===== src/hdl/bevc_pkg.sv =====
// ----------------------------------------------------------------------------
// bevc_pkg: shared definitions for the big-endian base-128 varint codec
// Field widths, codes, the shift unit mode and small helper functions.
// ----------------------------------------------------------------------------
package bevc_pkg;

  localparam int unsigned MAX_BYTES = 10;
  localparam int unsigned GRP_W     = 7;
  localparam int unsigned VAL_W     = 64;
  localparam int unsigned CNT_W     = 4;
  localparam int unsigned IN_TDATA_W  = 80;
  localparam int unsigned OUT_TDATA_W = 80;

  typedef enum logic {
    OP_ENCODE = 1'b0,
    OP_DECODE = 1'b1
  } op_t;

  typedef enum logic {
    KIND_ENC = 1'b0,
    KIND_DEC = 1'b1
  } kind_t;

  typedef enum logic [1:0] {
    ST_OK       = 2'd0,
    ST_TOO_LONG = 2'd1,
    ST_RANGE    = 2'd2
  } status_t;

  typedef enum logic [1:0] {
    RSEL_16 = 2'd0,
    RSEL_32 = 2'd1,
    RSEL_64 = 2'd2
  } rsel_t;

  typedef enum logic {
    SH_ENC_RIGHT = 1'b0,
    SH_DEC_LEFT  = 1'b1
  } sh_mode_t;

  // Selects 7-bit group idx of a 64-bit value; the top group holds bit 63 only.
  function automatic logic [GRP_W-1:0] get_group(input logic [VAL_W-1:0] v,
                                                 input logic [CNT_W-1:0] idx);
    logic [GRP_W-1:0] g;
    case (idx)
      4'd0:    g = v[6:0];
      4'd1:    g = v[13:7];
      4'd2:    g = v[20:14];
      4'd3:    g = v[27:21];
      4'd4:    g = v[34:28];
      4'd5:    g = v[41:35];
      4'd6:    g = v[48:42];
      4'd7:    g = v[55:49];
      4'd8:    g = v[62:56];
      4'd9:    g = {6'd0, v[63]};
      default: g = '0;
    endcase
    return g;
  endfunction

  // A signed value fits 16 or 32 bits when every bit above the sign is a copy of it.
  function automatic logic fits_range(input logic [VAL_W-1:0] v, input logic [1:0] sel);
    logic ok;
    case (sel)
      RSEL_16: ok = (&v[63:15]) | ~(|v[63:15]);
      RSEL_32: ok = (&v[63:31]) | ~(|v[63:31]);
      default: ok = 1'b1;
    endcase
    return ok;
  endfunction

endpackage


===== src/hdl/bevc_shift_unit.sv =====
// ----------------------------------------------------------------------------
// bevc_shift_unit: shared 7-bit group shifter
// Shifts right by one group when sizing an encode, or shifts a received
// group in from the bottom when accumulating a decode.
// ----------------------------------------------------------------------------
module bevc_shift_unit (
  input  bevc_pkg::sh_mode_t        mode,
  input  logic [bevc_pkg::VAL_W-1:0] operand,
  input  logic [bevc_pkg::GRP_W-1:0] grp_in,
  output logic [bevc_pkg::VAL_W-1:0] result
);
  import bevc_pkg::*;

  always_comb begin
    unique case (mode)
      SH_ENC_RIGHT: result = {{GRP_W{1'b0}}, operand[VAL_W-1:GRP_W]};
      SH_DEC_LEFT:  result = {operand[VAL_W-GRP_W-1:0], grp_in};
      default:      result = '0;
    endcase
  end

endmodule


===== src/hdl/big_endian_varint_codec_core.sv =====
// ----------------------------------------------------------------------------
// big_endian_varint_codec_core: 64-bit big-endian base-128 varint codec
// Encode: an accepted word yields 1 to 10 output words, top group first.
// Sizing runs group by group on the shared shifter; then one output word is
// emitted per cycle while out_tready allows. Decode: each byte is folded in before
// the next is taken; a terminating byte, or the tenth, gives one word.
// Reset (synchronous, rst_n low) clears the sequencer, accumulator and count.
// ----------------------------------------------------------------------------
module big_endian_varint_codec_core (
  input  logic        clk,
  input  logic        rst_n,
  input  logic        in_tvalid,
  output logic        in_tready,
  input  logic [79:0] in_tdata,  // value[63:0], in_byte[71:64], range_sel[73:72], zero pad
  input  logic        in_tuser,  // op
  output logic        out_tvalid,
  input  logic        out_tready,
  output logic [79:0] out_tdata, // out_byte[7:0], dec_value[71:8], byte_count[75:72],
                                 // status[77:76], zero pad
  output logic        out_tuser, // kind
  output logic        out_tlast  // last
);
  import bevc_pkg::*;

  typedef enum logic [3:0] {
    S_IDLE  = 4'b0001,
    S_COUNT = 4'b0010,
    S_EMIT  = 4'b0100,
    S_DEC   = 4'b1000
  } state_t;

  state_t            state_r, state_nxt;
  logic [VAL_W-1:0]  work_r, work_nxt;
  logic [VAL_W-1:0]  val_r, val_nxt;
  logic [GRP_W-1:0]  grp_r, grp_nxt;
  logic              more_r, more_nxt;
  logic [1:0]        sel_r, sel_nxt;
  logic [CNT_W-1:0]  n_r, n_nxt;
  logic [CNT_W-1:0]  idx_r, idx_nxt;
  logic [VAL_W-1:0]  acc_r, acc_nxt;
  logic [CNT_W-1:0]  seen_r, seen_nxt;

  logic              out_valid_r;
  kind_t             out_kind_r;
  logic              out_last_r;
  logic [7:0]        out_byte_r;
  logic [VAL_W-1:0]  out_val_r;
  logic [CNT_W-1:0]  out_cnt_r;
  status_t           out_st_r;

  logic              out_load;
  kind_t             ld_kind;
  logic              ld_last;
  logic [7:0]        ld_byte;
  logic [VAL_W-1:0]  ld_val;
  logic [CNT_W-1:0]  ld_cnt;
  status_t           ld_st;

  logic              out_free;
  logic              in_acc;
  sh_mode_t          sh_mode;
  logic [VAL_W-1:0]  sh_operand;
  logic [VAL_W-1:0]  sh_res;
  logic [CNT_W-1:0]  seen_inc;
  logic              dec_fin;
  logic              dec_lim;

  assign in_tready = (state_r == S_IDLE);
  assign in_acc    = in_tvalid && in_tready;
  assign out_free  = !out_valid_r || out_tready;

  assign sh_mode    = (state_r == S_DEC) ? SH_DEC_LEFT : SH_ENC_RIGHT;
  assign sh_operand = (state_r == S_DEC) ? acc_r : work_r;

  bevc_shift_unit u_shift (
    .mode    (sh_mode),
    .operand (sh_operand),
    .grp_in  (grp_r),
    .result  (sh_res)
  );

  assign seen_inc = seen_r + 4'd1;
  assign dec_fin  = !more_r;
  assign dec_lim  = (seen_inc >= CNT_W'(MAX_BYTES));

  always_comb begin
    state_nxt = state_r;
    work_nxt  = work_r;
    val_nxt   = val_r;
    grp_nxt   = grp_r;
    more_nxt  = more_r;
    sel_nxt   = sel_r;
    n_nxt     = n_r;
    idx_nxt   = idx_r;
    acc_nxt   = acc_r;
    seen_nxt  = seen_r;
    out_load  = 1'b0;
    ld_kind   = KIND_ENC;
    ld_last   = 1'b0;
    ld_byte   = '0;
    ld_val    = '0;
    ld_cnt    = '0;
    ld_st     = ST_OK;

    unique case (state_r)
      S_IDLE: begin
        if (in_acc) begin
          work_nxt = in_tdata[63:0];
          val_nxt  = in_tdata[63:0];
          grp_nxt  = in_tdata[70:64];
          more_nxt = in_tdata[71];
          sel_nxt  = in_tdata[73:72];
          n_nxt    = 4'd1;
          state_nxt = (op_t'(in_tuser) == OP_DECODE) ? S_DEC : S_COUNT;
        end
      end
      S_COUNT: begin
        // One group per cycle until the remaining high part is empty.
        if ((sh_res != '0) && (n_r < CNT_W'(MAX_BYTES))) begin
          n_nxt    = n_r + 4'd1;
          work_nxt = sh_res;
        end else begin
          idx_nxt   = n_r - 4'd1;
          state_nxt = S_EMIT;
        end
      end
      S_EMIT: begin
        if (out_free) begin
          out_load = 1'b1;
          ld_kind  = KIND_ENC;
          ld_last  = (idx_r == '0);
          ld_byte  = {(idx_r != '0), get_group(val_r, idx_r)};
          ld_cnt   = n_r;
          idx_nxt  = idx_r - 4'd1;
          if (idx_r == '0) begin
            state_nxt = S_IDLE;
          end
        end
      end
      S_DEC: begin
        // A byte that produces a word waits here for the output slot.
        if (!(dec_fin || dec_lim) || out_free) begin
          state_nxt = S_IDLE;
          if (dec_fin) begin
            out_load = 1'b1;
            ld_kind  = KIND_DEC;
            ld_last  = 1'b1;
            ld_cnt   = seen_inc;
            if (fits_range(sh_res, sel_r)) begin
              ld_val = sh_res;
              ld_st  = ST_OK;
            end else begin
              ld_st  = ST_RANGE;
            end
            acc_nxt  = '0;
            seen_nxt = '0;
          end else if (dec_lim) begin
            out_load = 1'b1;
            ld_kind  = KIND_DEC;
            ld_last  = 1'b1;
            ld_cnt   = seen_inc;
            ld_st    = ST_TOO_LONG;
            acc_nxt  = '0;
            seen_nxt = '0;
          end else begin
            acc_nxt  = sh_res;
            seen_nxt = seen_inc;
          end
        end
      end
      default: state_nxt = S_IDLE;
    endcase
  end

  always_ff @(posedge clk) begin
    if (!rst_n) begin
      state_r     <= S_IDLE;
      acc_r       <= '0;
      seen_r      <= '0;
      out_valid_r <= 1'b0;
      n_r         <= '0;
      idx_r       <= '0;
    end else begin
      state_r <= state_nxt;
      acc_r   <= acc_nxt;
      seen_r  <= seen_nxt;
      n_r     <= n_nxt;
      idx_r   <= idx_nxt;
      if (out_load) begin
        out_valid_r <= 1'b1;
      end else if (out_tready) begin
        out_valid_r <= 1'b0;
      end
    end
  end

  always_ff @(posedge clk) begin
    work_r <= work_nxt;
    val_r  <= val_nxt;
    grp_r  <= grp_nxt;
    more_r <= more_nxt;
    sel_r  <= sel_nxt;
    if (out_load) begin
      out_kind_r <= ld_kind;
      out_last_r <= ld_last;
      out_byte_r <= ld_byte;
      out_val_r  <= ld_val;
      out_cnt_r  <= ld_cnt;
      out_st_r   <= ld_st;
    end
  end

  assign out_tvalid = out_valid_r;
  assign out_tuser  = out_kind_r;
  assign out_tlast  = out_last_r;
  assign out_tdata  = {2'b00, out_st_r, out_cnt_r, out_val_r, out_byte_r};

`ifndef SYNTH
  a_seen_below_max: assert property (@(posedge clk) disable iff (!rst_n)
    seen_r < CNT_W'(MAX_BYTES))
    else $error("decode byte count reached the limit without being cleared");

  a_emit_idx: assert property (@(posedge clk) disable iff (!rst_n)
    (state_r == S_EMIT) |-> (idx_r < n_r))
    else $error("encode group index outside the sized length");

  a_enc_cont_bit: assert property (@(posedge clk) disable iff (!rst_n)
    (out_valid_r && out_kind_r == KIND_ENC) |-> (out_byte_r[7] == !out_last_r))
    else $error("continuation bit disagrees with the last flag");

  a_enc_clean: assert property (@(posedge clk) disable iff (!rst_n)
    (out_valid_r && out_kind_r == KIND_ENC) |-> (out_st_r == ST_OK && out_val_r == '0))
    else $error("encode word carries decode status or value");

  a_dec_err_zero: assert property (@(posedge clk) disable iff (!rst_n)
    (out_valid_r && out_kind_r == KIND_DEC && out_st_r != ST_OK) |-> (out_val_r == '0))
    else $error("failed decode word carries a value");
`endif

endmodule

===== config.mk =====
export PLATFORM = sky130hd
export DESIGN_NAME = big_endian_varint_codec_core
export DESIGN_NICKNAME = d
export VERILOG_FILES = /design/src/hdl/bevc_pkg.sv /design/src/hdl/bevc_shift_unit.sv /design/src/hdl/big_endian_varint_codec_core.sv
export SDC_FILE = /design/constraint.sdc
export NUM_CORES = 1
export LEC_CHECK = 0
export BUFFER_PORTS_ARGS = -buffer_cell sky130_fd_sc_hd__buf_4
export CAP_MARGIN = 25
export CORE_AREA = 4 4 155 157
export CTS_BUF_LIST = sky130_fd_sc_hd__clkbuf_16
export CTS_CLUSTER_DIAMETER = 50
export CTS_CLUSTER_SIZE = 12
export DETAILED_ROUTE_END_ITERATION = 6
export DIE_AREA = 0 0 159 161
export PLACE_DENSITY = 0.76
export RECOVER_POWER = 25
export SETUP_SLACK_MARGIN = 0.5
export SYNTH_ARGS = -nofsm -noshare
export SYNTH_HDL_FRONTEND = slang
export SYNTH_SLANG_ARGS = --single-unit

===== constraint.sdc =====
create_clock -name clk -period 5.15 [get_ports clk]
set_input_delay 1.03 -clock clk [delete_from_list [all_inputs] [get_ports clk]]
set_output_delay 1.03 -clock clk [all_outputs]
set_load 0.03 [all_outputs]

Yosys cells after proc, flatten, opt, wreduce, memory -nomap -nowiden:

Index checks and enable logic that the tools add are counted.
W data, S select, Z words.

* output and inout port bits: 84
* flip-flop bits (word level): 299
* bits of input ports: 85
* logic and storage cells: 122

* bitwise gates (word level): 8
* add/subtract/negate cells: 4
* equality and inequality tests: 20
* reductions and logical operators: 26
* mux-type cells: 45
* magnitude comparators: 2

Operators with widths (number)
* $mux W64: 5
* $pmux W64 S2: 2
* $pmux W7 S10: 1
* $mux W4: 16
* $reduce_bool A64 Y1: 1
* $reduce_and A49 Y1: 1
* $reduce_or A49 Y1: 1
* $reduce_and A33 Y1: 1
* $reduce_or A33 Y1: 1
* $pmux W4 S2: 3
* $eq A4 B3 Y1 const B: 5
* $pmux W4 S4: 1
* $eq A4 B2 Y1 const B: 3
* $eq A4 B4 Y1 const B: 3
* $mux W1: 12
* $add A4 B1 Y4 const B: 2
* $eq A4 B1 Y1 const B: 2
* $ne A2 B2 Y1 const B: 4
* $sub A4 B1 Y4 const B: 2
* $not A1 Y1: 6
* $pmux W1 S2: 3
* $reduce_and A2 Y1: 3
* $reduce_and A3 Y1: 2
* $reduce_bool A2 Y1: 3
* other kinds (14): 22

Longest topological paths before layout:

* depth after elaboration: 13
* gate-level depth with buffers: 10
* depth with buffers taken out: 7

Modules after synthesis:

From an unflattened synthesis, not the netlist that was laid out.

* cells, all modules: 1043
* area total of the unflattened synthesis: 13362.8 µm²

By module, submodules not included
* big_endian_varint_codec_core: sequential area each 8167.8 µm², cells an instance 972, instances 1, area an instance 12355.6 µm²
* bevc_shift_unit: sequential area each 0.0 µm², cells an instance 71, instances 1, area an instance 1007.2 µm²

Worst setup path after synthesis:

OpenSTA, ideal clock, no wires.

* kind: register -> register
* start point: register state_r[2]
* end point: register n_r[0]
* arrival time: 3.832 ns
* stages on the path, launching flop included: 7
* data required time: 5.058 ns
* library setup time: 0.092 ns
* period minus slack after synthesis: 3.924 ns
* path slack: 1.226 ns
* buffers on the path: 1
* path through: dfxtp_1 -> buf_2 -> nor4b_1 -> nand2_1 -> inv_1 -> a211oi_1 -> a311oi_1

* elaborated cells between the ends (all ways): 15
* those cells by class: eq/ne: 5; mux: 4; bitwise: 1; reduce/logical: 5

RTL lines
* start: declaration: line big_endian_varint_codec_core.sv:32 `state_t state_r, state_nxt;`
* start signal: assignment: line big_endian_varint_codec_core.sv:184 `state_r <= state_nxt;`
* $eq A4 B1 Y1 (*): line big_endian_varint_codec_core.sv:68 `assign in_tready = (state_r == S_IDLE);`
* named net in_tready: line big_endian_varint_codec_core.sv:13 `output logic in_tready,`
* $logic_and A1 B1 Y1: line big_endian_varint_codec_core.sv:69 `assign in_acc = in_tvalid && in_tready;`
* $ne A2 B1 Y1 (no source line)
* $reduce_and A3 Y1 (no source line)
* end signal: assignment: line big_endian_varint_codec_core.sv:187 `n_r <= n_nxt;`
* end: declaration: line big_endian_varint_codec_core.sv:38 `logic [CNT_W-1:0] n_r, n_nxt;`

Mark *: on every way through the listed nets, which the timed path passes. The rest lies on a longest branch.
A chain may end at the register's enable or synchronous reset.

Worst setup path in the final report:

* start point: register state_r[1]
* end point: register work_r[23], data pin

* word-level cells in the longest chain between the ends: 6
* elaborated cells between the ends (all ways): 9
* those cells by class: eq/ne: 3; mux: 5; bitwise: 1

RTL lines
* $eq A4 B4 Y1: line big_endian_varint_codec_core.sv:72, big_endian_varint_codec_core.sv:73
* $mux W1: line big_endian_varint_codec_core.sv:72 `assign sh_mode = (state_r == S_DEC) ? SH_DEC_LEFT : SH_ENC_RIGHT;`
* $not A1 Y1: line bevc_shift_unit.sv:15 `unique case (mode)`
* $pmux W64 S2: line bevc_shift_unit.sv:15
* $mux W64: line big_endian_varint_codec_core.sv:119 `if ((sh_res != '0) && (n_r < CNT_W'(MAX_BYTES))) begin`
* $pmux W64 S2 (*): line big_endian_varint_codec_core.sv:105 `unique case (state_r)`
* named net work_nxt[23]: line big_endian_varint_codec_core.sv:33 `logic [VAL_W-1:0] work_r, work_nxt;`
* end signal: assignment: line big_endian_varint_codec_core.sv:198 `work_r <= work_nxt;`
* end: declaration: line big_endian_varint_codec_core.sv:33

Mark *: on every way through the listed nets, which the timed path passes. The rest lies on a longest branch. The select of a mux whose other input is x is not followed.

==> out/qor.yml <==
outcome:
  status: "finished with violations"
  failed_checks: "max-capacitance violations, max-slew violations"
placed_design:
  place_worst_setup_slack_ns: 1.63
  port_buffers: 160
  dp_hpwl_um: 22600
  placed_area_mm2: 0.0137
  gp_routability_congestion: 0.920
cells_and_area:
  post_route_cells_drive_above_1_share_pct: 15.1
  nNetsFinal: 1203
  antennaDiodeCount: 0
  syn_to_final_growth_pct: 14.3
  finalInstanceArea_mm2: 0.0141
synthesis:
  synth_seq_cells: 285
  area_share_of_the_leading_cell_type_in_the_synthesized_netlist_pct: 51.2
  synth_enable_flop_cells: 211
  synth.cell_area_mm2: 0.0124
  post_synth_num_cell_types: 57
  synth_commonest_cells: "sky130_fd_sc_hd__edfxtp_1, sky130_fd_sc_hd__nor2_1, sky130_fd_sc_hd__dfxtp_1, sky130_fd_sc_hd__a21oi_1, sky130_fd_sc_hd__a22oi_1"
  synth.most_common_cell: "sky130_fd_sc_hd__edfxtp_1"
  synth.yosys.seq_area_share_pct: 63.2
  synth-async-reset-ratio_pct: 0
  library_cell_occupying_the_most_area_in_the_post_synthesis_netlist: "sky130_fd_sc_hd__edfxtp_1"
  synth_cells: 982
  yosysWarnings: 0
  syn-mean-instance-area_um2: 12.6
  synth.area.top_cells: "sky130_fd_sc_hd__edfxtp_1, sky130_fd_sc_hd__dfxtp_1, sky130_fd_sc_hd__a211oi_2"
  dominantRegCellSynth: "sky130_fd_sc_hd__edfxtp_1"
routing:
  drt-pass1-iter-count: 5
  wire_per_inst_um: 23.5
  drt.antenna.violating_nets: 0
  dr_total_vias: 9023
  postRouteWirelength_um: 33200
  drt-vias-per-instance: 6.38
  post-route-drc-count: 0
  dr.first_iter.drc_count: 1232
pwr:
  power_density_mw_per_mm2: 338
  power_switching_share_pct: 23.8
  comb_power_share_pct: 7.4
  total_switching_power_w: 0.00114
  ir_drop_mv: 0.213
  p_int_w: 0.00364
  p_leak_nw: 5.14
  power_frac_seq_pct: 55.9
  clock_share_of_power_pct: 36.7
timing:
  rsz_0062_raised_after_global_routing: "no"
  timing_max_transition_violations_final: 82
  worst_clock_skew_ns: 0.0137
  layout_worst_path_cycle_share_pct: 74.2
  actual_transition_at_the_worst_max_transition_pin_ns: 1.57
  slew_headroom_pct: -4.69
  final_tns_setup_ns: 0
  layout_min_cycle_time_ns: 3.82
  timing_hold_violations_final: 0
  achievable-frequency_mhz: 262
  setup-violations-final: 0
  timing.final.ws_setup_ns: 1.33
global_route:
  first_global_vias: 8654
  maximum_number_of_pins_on_one_net_before_global_route_repair: 110
  grt_pass1_wl_um: 51000
  grt_antenna_before_repair: 1
  global_route.usage.total_pct: 25.1
  globalRoute.totalOverflow: 0
worst_setup_path:
  worst-path-max-fanout: 81
  critical_path.top_delay_family: "buffers and inverters"
  regToRegSetupSlack_ns: 1.33
  required_worst_endpoint_ns: 5.33
  critPathKind: "flip-flop to flip-flop"
  worstSetupEndpointType: "flip-flop"
  critical_path_arrival_ns: 4.00
  crit_slowest_cell: "sky130_fd_sc_hd__clkbuf_2"
  crit_path_start_kind: "flip-flop"
  worstPathBufferInverterCount: 2
  cpPeakStageDelay_ns: 1.28
  cp_cell_sequence: "nor4b_1 > clkbuf_1 > clkbuf_2 > a21oi_1"
min_path:
  min-delay-path-class: "flip-flop to flip-flop"
die:
  floorplan.core_area_mm2: 0.0225
  die_width_um: 159
  starting_density_of_the_core_pct: 55.0
  io-pin-count: 169
  floorplan.rows: 55
  chipHeight_um: 161
  die_area_mm2: 0.0256
clock_tree:
  clock-sinks: 285
  numCtsBuffers: 27
  h-tree-depth: 1
  tritoncts: "done"
  clock-root-buffer: "sky130_fd_sc_hd__clkbuf_16"
  worst_setup_hold_path_clk_slew_ns: 0.06
  postCtsResizedCells: 0
  cts_hold_repair.buffers: 0
  cts_setup_buffers: 0
  clock_insertion_delay_worst_skew_ns: 0.53
  cts-root-to-sink-buffers: 3
job:
  maxCapViolCount: 1
sequential cells by signal, summed over array words and instances, names as in the netlist, 7 cells and up:
name and cells:
val_r 64, out_val_r 64, out_byte_r 8, acc_r 57, work_r 57, grp_r 7
power by group through the flow:
| stage | combinational, W | sequential, W | clock [W] |
|---|---|---|---|
| CTS | 0.000362 | 0.00267 | 0.00177 |
| detailed placement | 0.000358 | 0.00272 | 0 |
| finish | 0.000353 | 0.00268 | 0.00175 |
| global placement | 0.000354 | 0.00272 | 0 |
| global route | 0.000383 | 0.00268 | 0.00187 |
| floorplan | 0.000214 | 0.00269 | 0 |
cell usage in the layout, fill, tap and decap left out, types with 8 or more instances in the layout:
| cell type | instances |
|---|---|
| sky130_fd_sc_hd__nand4_1 | 20 |
| sky130_fd_sc_hd__nor2_1 | 135 |
| sky130_fd_sc_hd__nor3_1 | 13 |
| sky130_fd_sc_hd__clkbuf_4 | 23 |
| sky130_fd_sc_hd__a31oi_1 | 9 |
| sky130_fd_sc_hd__a22oi_1 | 67 |
| sky130_fd_sc_hd__nand2_1 | 23 |
| sky130_fd_sc_hd__buf_4 | 53 |
| sky130_fd_sc_hd__nor4_1 | 29 |
| sky130_fd_sc_hd__edfxtp_1 | 211 |
| sky130_fd_sc_hd__ha_1 | 8 |
| sky130_fd_sc_hd__dfxtp_1 | 74 |
| sky130_fd_sc_hd__clkbuf_16 | 27 |
| sky130_fd_sc_hd__a211oi_1 | 19 |
| sky130_fd_sc_hd__mux2i_1 | 58 |
| sky130_fd_sc_hd__nand3_1 | 10 |
| sky130_fd_sc_hd__o21ai_0 | 8 |
| sky130_fd_sc_hd__a21oi_1 | 70 |
| sky130_fd_sc_hd__inv_1 | 38 |
| sky130_fd_sc_hd__clkbuf_1 | 96 |
| sky130_fd_sc_hd__nor2b_1 | 10 |
| sky130_fd_sc_hd__a211oi_2 | 50 |
worst reg2reg max path, cell delays in order, from the launching register on:
cell	delay, ns
sky130_fd_sc_hd__dfxtp_1	0.44
sky130_fd_sc_hd__nor4b_1	0.44
sky130_fd_sc_hd__clkbuf_1	1.00
sky130_fd_sc_hd__clkbuf_2	1.28
sky130_fd_sc_hd__a21oi_1	0.32
routing by layer:
layer  track usage, %  vias up  part of all wire [%]
li1                 -     4050                     -
met1             36.5     4352                    42
met2             37.9      549                    45
met3             5.89       70                    11
met4             7.73        2                   3.1
met5                0        -                 0.036
logic make-up (layout without fill, tap and decap cells):
group / count (synthesis) / after routing / synth area share [%]
simple gates: 264 / 264 / 10.1
flops: 285 / 285 / 63.2
compound gates: 264 / 264 / 16.8
buf+inv: 96 / 243 / 3.81
fa+ha+maj: 8 / 8 / 0.809
other cells: 1 / 2 / 0.0303
mux: 59 / 59 / 4.88
xor+xnor: 5 / 5 / 0.354
stage by stage:
stage	total power (W)	utilization, %	instances	hold WS, ns
2_1_floorplan	0.00291	-	983	0.462
3_3_place_gp	0.00307	60.9	1363	0.476
3_5_place_dp	0.00308	60.9	1363	0.495
4_1_cts	0.00480	64.2	1412	0.504
5_1_grt	0.00493	62.8	1415	0.542
6_report	0.00478	62.8	1415	0.506
final cells by class:
class | count | area (um^2)
Inverter | 18 | 67.6
Sequential cell | 285 | 7820
Clock inverter | 22 | 83.8
Tap cell | 285 | 357
Fill cell | 1802 | 8370
Multi-Input combinational cell | 602 | 4140
Timing Repair Buffer | 176 | 996
Clock buffer | 27 | 676
final timing paths:
check	cells after the start	startpoint	to
setup / recovery	4	state_r[1]$_SDFFE_PN0P_	work_r[23]$_DFFE_PP_
hold / removal	2	seen_r[1]$_SDFFE_PN0P_	seen_r[1]$_SDFFE_PN0P_
setup reg to reg	4	state_r[1]$_SDFFE_PN0P_	work_r[23]$_DFFE_PP_
hold reg to reg	2	seen_r[1]$_SDFFE_PN0P_	seen_r[1]$_SDFFE_PN0P_
(Power assumes the default switching activity.)
